File: src/rtl/bdtc_pkg.sv
`timescale 1ns / 1ps
// ----------------------------------------------------------------------------
// bdtc_pkg
// Shared types and constants for the byte / decimal text codec.
// ----------------------------------------------------------------------------
package bdtc_pkg;

    localparam int CHAR_W    = 8;
    localparam int MAX_CHARS = 5;              // "-128."
    localparam int CNT_W     = $clog2(MAX_CHARS + 1);

    localparam int QUEUE_DEPTH_DEF = 2;

    localparam logic [CHAR_W-1:0] DOT_CHAR   = 8'h2E;
    localparam logic [CHAR_W-1:0] MINUS_CHAR = 8'h2D;
    localparam logic [CHAR_W-1:0] PLUS_CHAR  = 8'h2B;
    localparam logic [CHAR_W-1:0] ZERO_CHAR  = 8'h30;
    localparam logic [CHAR_W-1:0] NINE_CHAR  = 8'h39;
    localparam logic [CHAR_W-1:0] SPACE_CHAR = 8'h20;
    localparam logic [CHAR_W-1:0] TAB_CHAR   = 8'h09;
    localparam logic [CHAR_W-1:0] CR_CHAR    = 8'h0D;

    typedef logic [MAX_CHARS-1:0][CHAR_W-1:0] char_vec_t;

    // One queued job: the characters of one input's results, first in [0]
    typedef struct packed {
        char_vec_t        chars;
        logic [CNT_W-1:0] count;
    } job_t;

endpackage

File: src/rtl/bdtc_front.sv
`timescale 1ns / 1ps
// ----------------------------------------------------------------------------
// bdtc_front
// Accepts input bytes, holds the mode register and the parse state, and
// turns each transaction into a job of output characters (or none).
// ----------------------------------------------------------------------------
module bdtc_front import bdtc_pkg::*; (
    input  logic              aclk,
    input  logic              aresetn,
    input  logic              s_valid,
    output logic              s_ready,
    input  logic [CHAR_W-1:0] s_in_byte,
    input  logic              cfg_we,
    input  logic              cfg_wdata,
    input  logic              q_ready,
    output logic              push_valid,
    output job_t              push_job
);

    localparam logic [1:0] PHASE_SKIP   = 2'd0;
    localparam logic [1:0] PHASE_SIGN   = 2'd1;
    localparam logic [1:0] PHASE_DIGITS = 2'd2;
    localparam logic [1:0] PHASE_DONE   = 2'd3;

    logic              encode_mode_reg;
    logic [CHAR_W-1:0] acc_reg, acc_next;
    logic              neg_reg, neg_next;
    logic [1:0]        phase_reg, phase_next;

    logic              accept;
    logic              is_dot, is_digit, is_blank, is_sign;

    // encode datapath
    logic              b_neg;
    logic [CHAR_W-1:0] mag;
    logic              hund;
    logic [6:0]        rem;
    logic [14:0]       prod;
    logic [3:0]        tens;
    logic [6:0]        tens_x10;
    logic [3:0]        ones;
    logic [CNT_W-1:0]  n;
    char_vec_t         enc_chars;

    // decode datapath
    logic [CHAR_W-1:0] digit_val;
    logic [CHAR_W-1:0] dec_val;

    assign s_ready = q_ready;
    assign accept  = s_valid && s_ready;

    assign is_dot   = (s_in_byte == DOT_CHAR);
    assign is_digit = (s_in_byte >= ZERO_CHAR) && (s_in_byte <= NINE_CHAR);
    assign is_blank = (s_in_byte == SPACE_CHAR) ||
                      ((s_in_byte >= TAB_CHAR) && (s_in_byte <= CR_CHAR));
    assign is_sign  = (s_in_byte == PLUS_CHAR) || (s_in_byte == MINUS_CHAR);

    // Byte to digits: magnitude is at most 128, so hundreds is 0 or 1;
    // tens by reciprocal multiply (205 / 2048), exact below 100.
    assign b_neg    = s_in_byte[CHAR_W-1];
    assign mag      = b_neg ? CHAR_W'(~s_in_byte + 8'd1) : s_in_byte;
    assign hund     = (mag >= 8'd100);
    assign rem      = hund ? 7'(mag - 8'd100) : mag[6:0];
    assign prod     = 15'(rem) * 15'd205;
    assign tens     = prod[14:11];
    assign tens_x10 = 7'({tens, 3'b000}) + 7'({tens, 1'b0});
    assign ones     = 4'(rem - tens_x10);

    always_comb begin
        enc_chars = '0;
        n         = '0;
        if (b_neg) begin
            enc_chars[n[2:0]] = MINUS_CHAR;
            n = n + 1'b1;
        end
        if (hund) begin
            enc_chars[n[2:0]] = ZERO_CHAR + 8'd1;
            n = n + 1'b1;
        end
        if (hund || (tens != 4'd0)) begin
            enc_chars[n[2:0]] = ZERO_CHAR + CHAR_W'(tens);
            n = n + 1'b1;
        end
        enc_chars[n[2:0]] = ZERO_CHAR + CHAR_W'(ones);
        n = n + 1'b1;
        enc_chars[n[2:0]] = DOT_CHAR;
        n = n + 1'b1;
    end

    assign digit_val = s_in_byte - ZERO_CHAR;
    assign dec_val   = neg_reg ? CHAR_W'(~acc_reg + 8'd1) : acc_reg;

    always_comb begin
        push_job = '0;
        if (encode_mode_reg) begin
            push_job.chars = enc_chars;
            push_job.count = n;
        end else begin
            push_job.chars[0] = dec_val;
            push_job.count    = CNT_W'(1);
        end
    end

    assign push_valid = accept && (encode_mode_reg || is_dot);

    // atoi-style parse; state is left alone while encoding
    always_comb begin
        acc_next   = acc_reg;
        neg_next   = neg_reg;
        phase_next = phase_reg;
        if (accept && !encode_mode_reg) begin
            if (is_dot) begin
                acc_next   = '0;
                neg_next   = 1'b0;
                phase_next = PHASE_SKIP;
            end else if (is_digit && (phase_reg != PHASE_DONE)) begin
                acc_next   = CHAR_W'({acc_reg[4:0], 3'b000}) +
                             CHAR_W'({acc_reg[6:0], 1'b0}) + digit_val;
                phase_next = PHASE_DIGITS;
            end else if ((phase_reg == PHASE_SKIP) && is_blank) begin
                phase_next = PHASE_SKIP;
            end else if ((phase_reg == PHASE_SKIP) && is_sign) begin
                neg_next   = (s_in_byte == MINUS_CHAR);
                phase_next = PHASE_SIGN;
            end else begin
                phase_next = PHASE_DONE;
            end
        end
    end

    always_ff @(posedge aclk) begin
        if (!aresetn) begin
            encode_mode_reg <= 1'b1;
            acc_reg         <= '0;
            neg_reg         <= 1'b0;
            phase_reg       <= PHASE_SKIP;
        end else begin
            if (cfg_we) begin
                encode_mode_reg <= cfg_wdata;
            end
            acc_reg   <= acc_next;
            neg_reg   <= neg_next;
            phase_reg <= phase_next;
        end
    end

    a_dot_restarts: assert property (@(posedge aclk) disable iff (!aresetn)
        accept && !encode_mode_reg && is_dot |=>
            (phase_reg == PHASE_SKIP) && (acc_reg == '0) && !neg_reg)
        else $error("token state not cleared after dot");

    a_job_count: assert property (@(posedge aclk) disable iff (!aresetn)
        push_valid |-> (push_job.count != '0) &&
                       (push_job.count <= CNT_W'(MAX_CHARS)))
        else $error("job character count out of range");

endmodule

File: src/rtl/bdtc_queue.sv
`timescale 1ns / 1ps
// ----------------------------------------------------------------------------
// bdtc_queue
// Short job queue between front and back ends.
// ----------------------------------------------------------------------------
module bdtc_queue import bdtc_pkg::*; #(
    parameter int Depth = QUEUE_DEPTH_DEF
) (
    input  logic aclk,
    input  logic aresetn,
    input  logic push_valid,
    input  job_t push_job,
    output logic push_ready,
    output logic head_valid,
    output job_t head_job,
    input  logic pop
);

    localparam int PTR_W = (Depth > 1) ? $clog2(Depth) : 1;
    localparam int CNT_Q = $clog2(Depth + 1);

    job_t             mem_reg [Depth];
    logic [PTR_W-1:0] wr_ptr_reg, wr_ptr_next;
    logic [PTR_W-1:0] rd_ptr_reg, rd_ptr_next;
    logic [CNT_Q-1:0] count_reg, count_next;
    logic             do_push, do_pop;

    assign push_ready = (count_reg != CNT_Q'(Depth));
    assign head_valid = (count_reg != '0);
    assign head_job   = mem_reg[rd_ptr_reg];

    assign do_push = push_valid && push_ready;
    assign do_pop  = pop && head_valid;

    always_comb begin
        wr_ptr_next = wr_ptr_reg;
        rd_ptr_next = rd_ptr_reg;
        count_next  = count_reg;
        if (do_push) begin
            wr_ptr_next = (wr_ptr_reg == PTR_W'(Depth - 1)) ? '0 : wr_ptr_reg + 1'b1;
        end
        if (do_pop) begin
            rd_ptr_next = (rd_ptr_reg == PTR_W'(Depth - 1)) ? '0 : rd_ptr_reg + 1'b1;
        end
        if (do_push && !do_pop) begin
            count_next = count_reg + 1'b1;
        end else if (!do_push && do_pop) begin
            count_next = count_reg - 1'b1;
        end
    end

    always_ff @(posedge aclk) begin
        if (do_push) begin
            mem_reg[wr_ptr_reg] <= push_job;
        end
    end

    always_ff @(posedge aclk) begin
        if (!aresetn) begin
            wr_ptr_reg <= '0;
            rd_ptr_reg <= '0;
            count_reg  <= '0;
        end else begin
            wr_ptr_reg <= wr_ptr_next;
            rd_ptr_reg <= rd_ptr_next;
            count_reg  <= count_next;
        end
    end

    a_count_bound: assert property (@(posedge aclk) disable iff (!aresetn)
        count_reg <= CNT_Q'(Depth))
        else $error("queue occupancy above depth");

    a_ptr_gap: assert property (@(posedge aclk) disable iff (!aresetn)
        (count_reg == '0) || (count_reg == CNT_Q'(Depth)) |-> wr_ptr_reg == rd_ptr_reg)
        else $error("queue pointers disagree with occupancy");

endmodule

File: src/rtl/bdtc_back.sv
`timescale 1ns / 1ps
// ----------------------------------------------------------------------------
// bdtc_back
// Serialises queued jobs into one output character per cycle while m_ready
// is high, last flag on the final character of each job.
// ----------------------------------------------------------------------------
module bdtc_back import bdtc_pkg::*; (
    input  logic              aclk,
    input  logic              aresetn,
    input  logic              head_valid,
    input  job_t              head_job,
    output logic              pop,
    output logic              m_valid,
    input  logic              m_ready,
    output logic [CHAR_W-1:0] m_out_byte,
    output logic              m_last
);

    char_vec_t         sr_reg, sr_next;
    logic [CNT_W-1:0]  rem_reg, rem_next;
    logic              m_valid_reg, m_valid_next;
    logic [CHAR_W-1:0] m_out_byte_reg, m_out_byte_next;
    logic              m_last_reg, m_last_next;
    logic              out_free;

    assign out_free = !m_valid_reg || m_ready;

    // Next job's first character is taken straight from the queue head, so
    // jobs follow each other without a gap.
    always_comb begin
        sr_next         = sr_reg;
        rem_next        = rem_reg;
        m_valid_next    = m_valid_reg;
        m_out_byte_next = m_out_byte_reg;
        m_last_next     = m_last_reg;
        pop             = 1'b0;
        if (out_free) begin
            if (rem_reg != '0) begin
                m_valid_next    = 1'b1;
                m_out_byte_next = sr_reg[0];
                m_last_next     = (rem_reg == CNT_W'(1));
                sr_next         = sr_reg >> CHAR_W;
                rem_next        = rem_reg - 1'b1;
            end else if (head_valid) begin
                m_valid_next    = 1'b1;
                m_out_byte_next = head_job.chars[0];
                m_last_next     = (head_job.count == CNT_W'(1));
                sr_next         = head_job.chars >> CHAR_W;
                rem_next        = head_job.count - 1'b1;
                pop             = 1'b1;
            end else begin
                m_valid_next = 1'b0;
            end
        end
    end

    always_ff @(posedge aclk) begin
        sr_reg         <= sr_next;
        m_out_byte_reg <= m_out_byte_next;
        m_last_reg     <= m_last_next;
    end

    always_ff @(posedge aclk) begin
        if (!aresetn) begin
            rem_reg     <= '0;
            m_valid_reg <= 1'b0;
        end else begin
            rem_reg     <= rem_next;
            m_valid_reg <= m_valid_next;
        end
    end

    assign m_valid    = m_valid_reg;
    assign m_out_byte = m_out_byte_reg;
    assign m_last     = m_last_reg;

    a_rem_bound: assert property (@(posedge aclk) disable iff (!aresetn)
        rem_reg < CNT_W'(MAX_CHARS))
        else $error("remaining character count out of range");

    a_mid_job: assert property (@(posedge aclk) disable iff (!aresetn)
        m_valid_reg && !m_last_reg |-> rem_reg != '0)
        else $error("job ended without a last character");

    a_no_pop_mid_job: assert property (@(posedge aclk) disable iff (!aresetn)
        pop |-> (rem_reg == '0) && head_valid)
        else $error("queue popped while a job is still being sent");

endmodule

File: src/rtl/byte_decimal_text_codec_core.sv
`timescale 1ns / 1ps
// ----------------------------------------------------------------------------
// byte_decimal_text_codec_core
// Bytes to dot-terminated decimal text (encode) and back (decode).
// ----------------------------------------------------------------------------
//  channel  | handshake          | payload
//  ---------+--------------------+------------------------
//  input    | s_valid / s_ready  | s_in_byte[7:0]
//  result   | m_valid / m_ready  | m_out_byte[7:0], m_last
//  config   | cfg_we             | cfg_wdata (encode_mode)
//
//  Results leave at one character per cycle, while m_ready is high, from the
//  back end's output register: an encoded byte gives 2 to 5 characters
//  ("0." .. "-128."); in decode, '.' gives one result and others none.
//  After its transaction is accepted, a job passes the queue, then the output
//  register, before its first result is valid.
//  aresetn is synchronous; reset sets encode_mode to 1 and clears the parser.
//  m_ready low holds the result; up to QueueDepth jobs wait, then s_ready drops.
// ----------------------------------------------------------------------------
module byte_decimal_text_codec_core import bdtc_pkg::*; #(
    parameter int QueueDepth = QUEUE_DEPTH_DEF
) (
    input  logic              aclk,
    input  logic              aresetn,
    input  logic              s_valid,
    output logic              s_ready,
    input  logic [CHAR_W-1:0] s_in_byte,
    output logic              m_valid,
    input  logic              m_ready,
    output logic [CHAR_W-1:0] m_out_byte,
    output logic              m_last,
    input  logic              cfg_we,
    input  logic              cfg_wdata
);

    logic push_valid, push_ready;
    job_t push_job;
    logic head_valid, pop;
    job_t head_job;

    bdtc_front u_front (
        .aclk       (aclk),
        .aresetn    (aresetn),
        .s_valid    (s_valid),
        .s_ready    (s_ready),
        .s_in_byte  (s_in_byte),
        .cfg_we     (cfg_we),
        .cfg_wdata  (cfg_wdata),
        .q_ready    (push_ready),
        .push_valid (push_valid),
        .push_job   (push_job)
    );

    bdtc_queue #(
        .Depth (QueueDepth)
    ) u_queue (
        .aclk       (aclk),
        .aresetn    (aresetn),
        .push_valid (push_valid),
        .push_job   (push_job),
        .push_ready (push_ready),
        .head_valid (head_valid),
        .head_job   (head_job),
        .pop        (pop)
    );

    bdtc_back u_back (
        .aclk       (aclk),
        .aresetn    (aresetn),
        .head_valid (head_valid),
        .head_job   (head_job),
        .pop        (pop),
        .m_valid    (m_valid),
        .m_ready    (m_ready),
        .m_out_byte (m_out_byte),
        .m_last     (m_last)
    );

endmodule
File: config.mk
export PLATFORM = sky130hd
export DESIGN_NAME = byte_decimal_text_codec_core
export DESIGN_NICKNAME = d
export VERILOG_FILES = /design/src/rtl/bdtc_pkg.sv /design/src/rtl/bdtc_front.sv /design/src/rtl/bdtc_queue.sv /design/src/rtl/bdtc_back.sv /design/src/rtl/byte_decimal_text_codec_core.sv
export SDC_FILE = /design/constraint.sdc
export NUM_CORES = 1
export LEC_CHECK = 0
export BUFFER_PORTS_ARGS = -buffer_cell sky130_fd_sc_hd__buf_2
export CAP_MARGIN = 0
export CORE_MARGIN = 5
export CORE_UTILIZATION = 51
export CTS_BUF_LIST = sky130_fd_sc_hd__clkbuf_4 sky130_fd_sc_hd__clkbuf_8
export CTS_CLUSTER_DIAMETER = 200
export CTS_CLUSTER_SIZE = 30
export DETAILED_ROUTE_END_ITERATION = 10
export PLACE_DENSITY = 0.68
export SYNTH_ARGS = -nofsm -noshare
export SYNTH_HDL_FRONTEND = slang
export SYNTH_SLANG_ARGS = --single-unit
export TNS_END_PERCENT = 10
File: constraint.sdc
create_clock -name aclk -period 20.2 [get_ports aclk]
set_clock_uncertainty 0.15 [all_clocks]
set_input_delay 1.01 -clock aclk [delete_from_list [all_inputs] [get_ports aclk]]
set_output_delay 1.01 -clock aclk [all_outputs]
set_load 0.03 [all_outputs]
# After elaboration in Yosys (flattened, before gate mapping)
# Memories as Yosys holds them, arrays and structs flattened. A register that Yosys moved wholly into a read port is not among the register bits.
# Index checks and enable logic that the tools add are counted.
[totals]
romBits = 0
out_inout_bits = 11
regBits = 61
mem_count = 1
latch_bits = 0
mem_bits_rw = 86
[classes]
n_lt_le_gt_ge = 13
div_mod_pow = 0
n_mul = 1
muxes = 51
add_sub_neg = 20
n_reduce_logical = 36
n_bitwise = 8
n_eq_ne = 10
shifts = 0
[mem_list]
columns = ["memory", "words", "width", "read_ports", "rd_ports_with_merged_regs", "wr", "line_no", "source"]
rows = [
  ["u_queue.mem_reg", 2, 43, 1, 1, 1, "bdtc_queue.sv:22", "job_t mem_reg [Depth];"],
]
[op_table]
columns = ["operator", "n"]
rows = [
  ["demux 8 bit (select 3 bit)", 4],
  ["bitwise mux 40 bit", 2],
  ["2-to-1 mux 40 bit", 2],
  ["2-to-1 mux 8 bit", 10],
  ["2-to-1 mux 32 bit", 2],
  ["equality test 8 x 6 -> 1 bit (second input constant)", 4],
  ["AND 5 x 25 -> 25 bit", 1],
  ["inverter 25 bit", 1],
  ["2-to-1 mux 24 bit", 1],
  ["AND 20 bit", 1],
  ["inverter 20 bit", 1],
  ["OR 20 bit", 1],
  ["2-to-1 mux 1 bit", 17],
  ["adder 8 x 1 -> 8 bit (second input constant)", 2],
  ["adder 8 bit", 2],
  ["logical AND 1 bit", 16],
  ["inverter 8 bit", 2],
  ["multiplier 7 x 8 -> 15 bit (second input constant)", 1],
  ["OR 3 x 15 -> 15 bit", 1],
  ["adder 6 x 4 -> 7 bit (first input constant)", 2],
  ["less-than comparator 3 x 4 -> 1 bit (second input constant)", 3],
  ["2-to-1 mux 2 bit", 6],
  ["2-to-1 mux 3 bit", 4],
  ["2-to-1 mux 11 bit", 1],
  ["other kinds (31)", 52],
]

# Depth between registers and ports, before layout
# Gate-level depths: netlist (run 1).
[depth]
depth_word = 17
ltp_mapped = 43

# Hierarchy
# A second synthesis (run 1) with hierarchy kept.
[unflattened]
cells_unflattened = 793
hier_area_um2 = 8838.5
[by_module_without_submodules]
columns = ["mod", "instances", "area_each_um2", "cells_per_inst"]
rows = [
  ["bdtc_front", 1, 3464.6, 441],
  ["bdtc_queue", 1, 3344.5, 158],
  ["bdtc_back", 1, 2029.4, 194],
]

# Least setup slack after synthesis (run 1)
# No wires, ideal clock.
[synth_path]
path_kind = "input to register"
startpoint = "input s_in_byte[0]"
endpoint = "memory u_queue.mem_reg[0][15] in the netlist's numbering, data pin"
cell_stages = 39
setup_ns = 0.258
arrival_ns = 8.609
path_buffers = 4
t_required_ns = 19.792
path_slack_ns = 11.183
path_cell_list = "inv_1 -> ha_1 -> buf_6 -> or2b_4 -> xnor2_2 -> inv_1 -> ha_1 -> a21bo_2 -> o211ai_1 -> nand2_1 -> a21o_1 -> buf_4 -> inv_1 -> nor2_1 -> o41ai_1 -> xor2_1 -> inv_1 -> ha_1 -> [3 not listed] -> ha_1 -> ha_1 -> and4_1 -> and3_1 -> o41ai_1 -> o21ai_0 -> a21oi_1 -> o31ai_1 -> and2_4 -> buf_6 -> nand3_1 -> inv_1 -> fa_1 -> clkbuf_1 -> inv_1 -> nor2_1 -> o21ai_4 -> and3_1"
[synth_rtl]
columns = ["element", "line_no", "source"]
rows = [
  ["start, declared", "byte_decimal_text_codec_core.sv:27", "input logic [CHAR_W-1:0] s_in_byte,"],
  ["end, declared", "bdtc_queue.sv:22", ""],
]

==> qor.yml, run 1 <==
worstSetupStartpointType: "primary input"
slew_viol_final: 0
drt_iter0_drc: 380
cp_common_cell: "inv_1"
p_comb_share_pct: 55.7
post_cts_resized: 0
reg2reg_to: "u_queue.mem_reg[0][35]$_DFFE_PP_"
fin_nets: 802
n_antenna_cell: 0
gp_congestion: 0.917
maxCapViolCount: 0
end_kind: "flop"
start_util_pct: 52.2
grt_start_max_net_pins: 46
synth_warnings: 0
holdWs_ns: 0.383
ys_seq_area_share_pct: 42.7
finalSetupTns_ns: 0
clockBufferDepth: 2
wirelength_um: 14900
crit_type: "primary input to flop"
hp-start: "u_back.sr_reg[28]$_SDFFCE_PN0P_"
multi_input_area_um2: 3830
required_ns: 20.21
cts_sinks: 111
cts_setup_buffers: 0
portBuffers: 24
r2r_slack_ns: 17.36
synthCells: 698
post-dp-hpwl_um: 11100
grt_setup_unrepaired: "no"
min_period_ns: 9.80
crit_fanout: 10
synthArstFlopShare_pct: 0
antenna_found_initial: 0
track_usage_pct: 18.5
synthTopCellsByArea: "edfxtp_1 37%, ha_1 11%, dfxtp_1 5.8%"
worstPathArrival_ns: 9.81
hold_viol_final: 0
num_vias: 5037
io_pins: 25
rr_worst_depth: 4
post-route-util_pct: 55.1
pre_cts_ws_ns: 10.04
drt_pass1_iterations: 4
avgSynthCellArea_um2: 10.5
setup_violations: 0
wl_per_cell_um: 16.7
ir_drop_uv: 89.4
worst_pin_slew_ns: 1.07
leakage_nw: 3.08
post_drt_via_cell_ratio: 5.63
ys_ff_latch: 111
regArea_um2: 3120
cts.root.buffer_cell: "clkbuf_8"
endpoint: "u_queue.mem_reg[1][2]$_DFFE_PP_"
status: "finished, final reports clean"
synth_flop_cell: "edfxtp_1"
cpMaxStageDelayCell: "fa_1"
grt_pass1_vias: 4979
grt_remaining_overflow: 0
relSlewSlack_pct: 28.5
fillers: 1236
dieArea_um2: 16800
pwr-share-clk_pct: 10.1
grt_pass1_wl_um: 24600
clk_latency_ns: 0.38
swShare_pct: 43.8
syn_area_um2: 7310
row_count: 43
die_x_um: 130
crit_path_start: "s_in_byte[0]"
postRouteAntennaNets: 0
period_share_pct: 48.5
hold_buffers: 0
drc: 0
synth-edff-count: 90
synth_top_area_share_pct: 37.0
r2r-start: "u_front.encode_mode_reg$_SDFFE_PN1P_"
largest_reg_flops: 60
setup_ws_ns: 10.40
layout-drive-gt1-share_pct: 9.94
cts_made_buffers: 9
cp_slowest_stage_delay_ns: 0.68
power_mw: 1.22
fp.dieH_um: 130
area_delta_synth_final_pct: 5.53
ys_types: 74
clkTransAtPathRegs_ns: 0.10
tritoncts: "built"
p_int_uw: 688
synth_area_leader_cell: "edfxtp_1"
timing.fmax_mhz: 102
power.density_nw_per_um2: 159
cts_htree_levels: 3
core-area_um2: 14000
power_frac_seq_pct: 34.2
worstHoldPathType: "flop to flop"
netSwitchingPower_uw: 535
-- metrics by stage --
step / instances / cell area [um2]
after floorplan: 699 / 7310
after global placement: 878 / 7540
after detailed placement: 878 / 7540
after CTS: 894 / 7710
after global routing: 894 / 7710
final: 894 / 7710
-- critical path: cells and delay by family --
family                     cells  cell delay [ns]
adders and majority gates      8             3.12
and+or+nand+nor                8             1.69
buffers and inverters          9             1.20
xor gates and xnor gates       2             0.58
AOI/OAI and AO/OA              9             2.16
-- per-layer routing --
metal | part of all wire, % | up-vias | GRT usage (%)
met5 | 0 | - | 0
met4 | 1.6 | 0 | 5.81
met3 | 3.9 | 17 | 2.37
met2 | 49 | 105 | 31.3
met1 | 46 | 2404 | 24.8
li1 | - | 2511 | -
-- logic make-up after synthesis --
group,count (synthesis),share of synthesized area (%)
and+or+nand+nor,202,13.7
AOI/OAI and AO/OA,149,13.9
DFF,111,42.7
buffers and inverters,86,5.12
adders and majority gates,79,15.0
xor gates and xnor gates,37,4.98
muxes,33,4.54
other,1,0.0513
-- cells in the mapped netlist (3+ instances only) --
master    count
ha_1         65
inv_1        58
dfxtp_1      21
a31oi_1      14
xor2_1       10
nand4_1       6
o21ai_2       5
buf_6         6
and4_1        3
a21oi_1      35
nor2b_1      12
nand2b_1      6
a32o_1        5
and3_1        8
nor3_1       11
a21o_1        4
o21a_1        6
and2_1       10
o41ai_1       3
o21ai_0      32
mux2i_1      32
nand2_1      63
o211ai_1      4
nand3_1      16
edfxtp_1     90
fa_1         14
a21boi_0      9
buf_1         3
o31ai_1       6
xnor2_1      24
nor2_1       50
clkbuf_1     16
-- cell type report --
class / instances / share of cell area, %
multi-input cells: 502 / 49.6
flip-flops and latches: 111 / 40.5
well taps: 180 / 2.92
inverters: 58 / 2.82
repair buffers: 27 / 1.85
clock buffers: 11 / 1.80
clock inverters: 5 / 0.454
-- cell usage in the layout (no fill, tap or decap), types with 4 or more instances in the layout --
cell / n
mux2i_1: 32
buf_2: 24
o211ai_1: 4
inv_1: 58
ha_1: 65
clkbuf_8: 9
fa_1: 14
nand4_1: 6
nor2b_1: 11
and2_1: 10
o21ai_2: 5
o21a_1: 6
o31ai_1: 6
dfxtp_1: 20
a21oi_1: 34
nor2_1: 50
nand2b_1: 6
a32o_1: 5
nand2_1: 63
a21o_1: 4
a21boi_0: 9
xor2_1: 10
xnor2_1: 24
and3_1: 8
nand3_1: 16
edfxtp_1: 90
o21ai_0: 32
nor3_1: 11
a31oi_1: 14
-- power groups by stage --
stage	clock network [mW]	logic, mW	registers, mW
6_report	0.123	0.682	0.418
5_1_grt	0.136	0.754	0.428
4_1_cts	0.126	0.682	0.420
3_5_place_dp	0	0.677	0.425
3_3_place_gp	0	0.656	0.421
2_1_floorplan	0	0.509	0.426
-- how the worst min path moves through the flow --
stage	endpoint	cells past startpoint
3_5_place_dp	u_back.m_out_byte[2]$_DFFE_PP_	2
6_report	u_back.sr_reg[20]$_DFFE_PP_	1
2_1_floorplan	u_front.acc_reg[1]$_SDFFE_PN0P_	2
5_1_grt	u_queue.count_reg[1]$_SDFFE_PN0P_	2
3_3_place_gp	u_back.sr_reg[20]$_DFFE_PP_	1
4_1_cts	u_queue.count_reg[1]$_SDFFE_PN0P_	2
Power figures use the tool's default switching activity.
==> inputs of run 2 (changes only) <==
- clock period: 20.2 -> 9.25 ns (I/O delays scaled with it)
==> qor.yml, run 2 (synthesis gave the netlist of run 1 again) <==
gp_congestion: 0.909  # was 0.917
worstPathArrival_ns: 8.76  # was 9.81 ns
r2r_slack_ns: 6.33  # was 17.36 ns
row_count: 43  # unchanged
grt_pass1_vias: 5262  # was 4979
swShare_pct: 43.5  # was 43.8%
pre_cts_ws_ns: -0.142  # was 10.04 ns
cp_common_cell: "inv_1"  # unchanged
netSwitchingPower_mw: 1.17  # was 535 uW
wirelength_um: 15000  # was 14900 um
tritoncts: "built"  # unchanged
fp.dieH_um: 130  # unchanged
p_comb_share_pct: 56.0  # was 55.7%
track_usage_pct: 18.9  # was 18.5%
grt_pass1_wl_um: 25300  # was 24600 um
pwr-share-clk_pct: 10.1  # about the same
io_pins: 25  # unchanged
p_int_mw: 1.52  # was 688 uW
post_drt_via_cell_ratio: 5.66  # was 5.63
drt_pass1_iterations: 7  # was 4
worst-path-buf-inv: 12  # was 9
largest_reg_flops: 60  # unchanged
n_antenna_cell: 0  # unchanged
worstSetupStartpointType: "primary input"  # unchanged
num_vias: 5104  # was 5037
leakage_nw: 3.11  # was 3.08 nW
crit_type: "primary input to flop"  # unchanged
start_util_pct: 52.2  # unchanged
grt_start_max_net_pins: 46  # unchanged
worst_pin_slew_ns: 1.11  # was 1.07 ns
area_delta_synth_final_pct: 6.57  # was 5.53%
postRouteAntennaNets: 0  # unchanged
power.density_nw_per_um2: 346  # was 159 nW/um2
setup_violations: 0  # unchanged
grt.busiest_layer: "met2"  # unchanged
cts_htree_levels: 3  # unchanged
timing.fmax_mhz: 114
grt_use_met2_pct: 32.5  # was 31.3%
cts_made_buffers: 9  # unchanged
dieArea_um2: 16800  # unchanged
min_period_ns: 8.76
power_frac_seq_pct: 33.9  # was 34.2%
cp_top_family: "adder cells"  # unchanged
placed_area_um2: 7580  # was 7540 um2
post-route-util_pct: 55.7  # was 55.1%
slew_viol_final: 0  # unchanged
grt_use_met3_pct: 2.54  # was 2.37%
grt_remaining_overflow: 0  # unchanged
ir_drop_uv: 182  # was 89.4 uV
portBuffers: 24  # unchanged
crit_fanout: 10  # unchanged
hold_buffers: 0  # unchanged
fin_area_um2: 7790  # was 7710 um2
fin_cells: 901  # was 894
clk_latency_ns: 0.38  # about the same
cp_slowest_stage_delay_ns: 0.63  # was 0.68 ns
cts.root.buffer_cell: "clkbuf_8"  # unchanged
worstHoldPathType: "primary input to flop"  # was flop to flop
core-area_um2: 14000  # unchanged
die_x_um: 130  # unchanged
antenna_found_initial: 0  # unchanged
required_ns: 9.25  # was 20.21 ns
setup_ws_ns: 0.488  # was 10.40 ns
layout_common_cells: "90 x edfxtp_1, 65 x ha_1, 62 x nand2_1"  # was 90 x edfxtp_1, 65 x ha_1, 63 x nand2_1
post-dp-hpwl_um: 11100  # about the same
relSlewSlack_pct: 25.7  # was 28.5%
end_kind: "flop"  # unchanged
cpMaxStageDelayCell: "fa_2"  # was fa_1
use_met1_pct: 24.8  # about the same
wl_per_cell_um: 16.6  # was 16.7 um
hold_viol_final: 0  # unchanged
clkTransAtPathRegs_ns: 0.10  # about the same
cts_sinks: 111  # unchanged
layout-drive-gt1-share_pct: 11.5  # was 9.94%
drc: 0  # unchanged
period_share_pct: 94.7
clockBufferDepth: 2  # unchanged
place_inst: 883  # was 878
status: "finished, final reports clean"  # unchanged
layout_commonest_cell: "edfxtp_1"  # unchanged
maxCapViolCount: 0  # unchanged
fin_nets: 809  # was 802
drt_iter0_drc: 317  # was 380
## run 2: changes by cell type in the layout (fill, tap and decap cells not counted), sizes merged
cell	change
buf	+7
## run 2: layer usage
layer,wire length (um),vias to the layer above
li1,-,2531
met1,6760,2412
met2,7330,139
met3,629,22
met4,237,0
met5,0,-
## run 2: power by group through the flow
stage	combinational [mW]	clock (mW)	sequential, mW
finish	1.51	0.273	0.913
floorplan	1.11	0	0.929
global route	1.69	0.296	0.933
CTS	1.49	0.281	0.916
detailed placement	1.48	0	0.928
global placement	1.45	0	0.920
## run 2: layout make-up
class	instances	area, um2
inverter	58	218
multi-input combinational	502	3840
sequential	111	3120
fill	1224	6200
clock buffer	11	139
clock inverter	5	42.5
timing repair buffer	34	195
tap	180	225
## run 2: worst paths after layout
path	startpoint	to	depth (start not counted)
hold reg to reg	u_back.sr_reg[28]$_SDFFCE_PN0P_	u_back.sr_reg[20]$_DFFE_PP_	1
setup reg to reg	u_front.acc_reg[1]$_SDFFE_PN0P_	u_front.acc_reg[7]$_SDFFE_PN0P_	12
setup / recovery	s_in_byte[0]	u_queue.mem_reg[0][2]$_DFFE_PP_	38
hold / removal	cfg_we	u_front.encode_mode_reg$_SDFFE_PN1P_	2
## run 2: timing repair
| item | in CTS | in global routing |
|---|---|---|
| buffers inserted | 0 | 2 |
| setup endpoints to repair | 0 | 36 |
| gates resized for setup | 0 | 5 |
## run 2: metrics by stage
step	setup TNS [ns]	hold WS [ns]	power (mW)
finish	0	0.146	2.69
global route	-0.0217	0.139	2.92
global placement	0	0.349	2.37
floorplan	0	0.333	2.04
CTS	0	0.126	2.69
detailed placement	-1.18	0.370	2.41
==> inputs of run 3 (changes only) <==
- CORE_UTILIZATION: 51 -> 37
- PLACE_DENSITY: 0.68 -> default
- SKIP_CTS_REPAIR_TIMING: default -> 1
==> qor.yml, run 3 (synthesis gave the netlist of run 1 again) <==
status: "finished, final reports clean"  # unchanged
required_ns: 9.31  # was 9.25 ns
worstHoldPathType: "primary input to flop"  # unchanged
maxCapViolCount: 0  # unchanged
antenna_found_initial: 0  # unchanged
crit_type: "primary input to flop"  # unchanged
timing.fmax_mhz: 115  # was 114 MHz
post-dp-hpwl_um: 11100  # about the same
gp_congestion: 0.915  # was 0.909
postRouteAntennaNets: 0  # unchanged
power.density_nw_per_um2: 339  # was 346 nW/um2
n_antenna_cell: 0  # unchanged
end_kind: "flop"  # unchanged
min_period_ns: 8.73  # was 8.76 ns
fin_cells: 986  # was 901
period_share_pct: 94.4  # was 94.7%
r2r_slack_ns: 6.32  # was 6.33 ns
portBuffers: 24  # unchanged
cts_htree_levels: 3  # unchanged
cp_top_family: "adder cells"  # unchanged
hold_viol_final: 0  # unchanged
die_x_um: 151  # was 130 um
grt_remaining_overflow: 0  # unchanged
core-area_um2: 19500  # was 14000 um2
grt_setup_unrepaired: "no"
cpMaxStageDelayCell: "fa_1"  # was fa_2
finalSetupTns_ns: 0  # unchanged
post_drt_via_cell_ratio: 5.15  # was 5.66
slew_viol_final: 0  # unchanged
clkTransAtPathRegs_ns: 0.10  # about the same
fin_nets: 809  # unchanged
dieArea_um2: 22700  # was 16800 um2
clockBufferDepth: 2  # unchanged
ir_drop_uv: 141  # was 182 uV
setup_violations: 0  # unchanged
wirelength_um: 15000  # about the same
post-route-util_pct: 40.5  # was 55.7%
layout_common_cells: "90 x edfxtp_1, 65 x ha_1, 62 x nand2_1"  # unchanged
worstPathArrival_ns: 8.79  # was 8.76 ns
drt_iter0_drc: 297  # was 317
wl_per_cell_um: 15.2  # was 16.6 um
drt_pass1_iterations: 5  # was 7
area_delta_synth_final_pct: 7.79  # was 6.57%
grt_start_max_net_pins: 45  # was 46
cp_slowest_stage_delay_ns: 0.67  # was 0.63 ns
cts_sinks: 111  # unchanged
fp.dieH_um: 151  # was 130 um
layout_commonest_cell: "edfxtp_1"  # unchanged
leakage_nw: 3.11  # about the same
tritoncts: "built"  # unchanged
drc: 0  # unchanged
place_inst: 968  # was 883
grt_pass1_vias: 4959  # was 5262
fin_area_um2: 7880  # was 7790 um2
cp_common_cell: "inv_1"  # unchanged
track_usage_pct: 14.1  # was 18.9%
crit_fanout: 10  # unchanged
cts_made_buffers: 9  # unchanged
placed_area_um2: 7680  # was 7580 um2
holdWs_ns: 0.128  # was 0.146 ns
worst_pin_slew_ns: 1.12  # was 1.11 ns
clk_latency_ns: 0.38  # about the same
row_count: 51  # was 43
start_util_pct: 37.6  # was 52.2%
cts.root.buffer_cell: "clkbuf_8"  # unchanged
io_pins: 25  # unchanged
layout-drive-gt1-share_pct: 11.1  # was 11.5%
num_vias: 5080  # was 5104
grt_pass1_wl_um: 25300  # about the same
largest_reg_flops: 60  # unchanged
worstSetupStartpointType: "primary input"  # unchanged
worst-path-buf-inv: 11  # was 12
relSlewSlack_pct: 25.3  # was 25.7%
==> run 3: path summary, 6_finish.rpt <==
| check | start | cells after the start | endpoint |
|---|---|---|---|
| worst min register to register | u_back.sr_reg[5]$_DFFE_PP_ | 2 | u_back.m_out_byte[5]$_DFFE_PP_ |
| worst max-delay path | s_in_byte[0] | 39 | u_queue.mem_reg[1][12]$_DFFE_PP_ |
| worst min-delay path | cfg_we | 2 | u_front.encode_mode_reg$_SDFFE_PN1P_ |
| worst max register to register | u_front.encode_mode_reg$_SDFFE_PN1P_ | 4 | u_queue.mem_reg[0][5]$_DFFE_PP_ |
==> run 3: power by group <==
group	total (mW)	switching, mW	internal, mW
registers	0.909	0.0763	0.833
clock network	0.272	0.161	0.111
logic	1.49	0.917	0.571
total	2.67	1.15	1.52
==> run 3: final cells by class <==
cell class / instances / area, um2
clock inverter: 3 / 21.3
sequential: 111 / 3120
fill: 1905 / 11600
timing repair buffer: 34 / 195
tap: 265 / 332
inverter: 58 / 218
clock buffer: 13 / 154
multi-input combinational: 502 / 3830
==> run 3: metal layers <==
layer,track usage (%),routed length [um],up-vias
met5,0,0,-
met4,4.67,232,0
met3,1.66,449,18
met2,22.3,6840,97
met1,20.0,7440,2423
li1,-,-,2542
==> run 3: worst reg2reg max path: stages, from the launching register on <==
cell	delay [ns]
dfxtp_1	0.78
inv_1	0.51
a21oi_1	0.49
nor2b_2	0.24
buf_4	0.38
==> run 3: per-stage QoR <==
| stage | setup WS (ns) | total power, mW |
|---|---|---|
| 3_3_place_gp | 0.217 | 2.39 |
| 4_1_cts | 0.342 | 2.68 |
| 3_5_place_dp | -0.00823 | 2.39 |
| 2_1_floorplan | 0.780 | 2.04 |
| 6_report | 0.521 | 2.67 |
| 5_1_grt | 0.0368 | 2.90 |
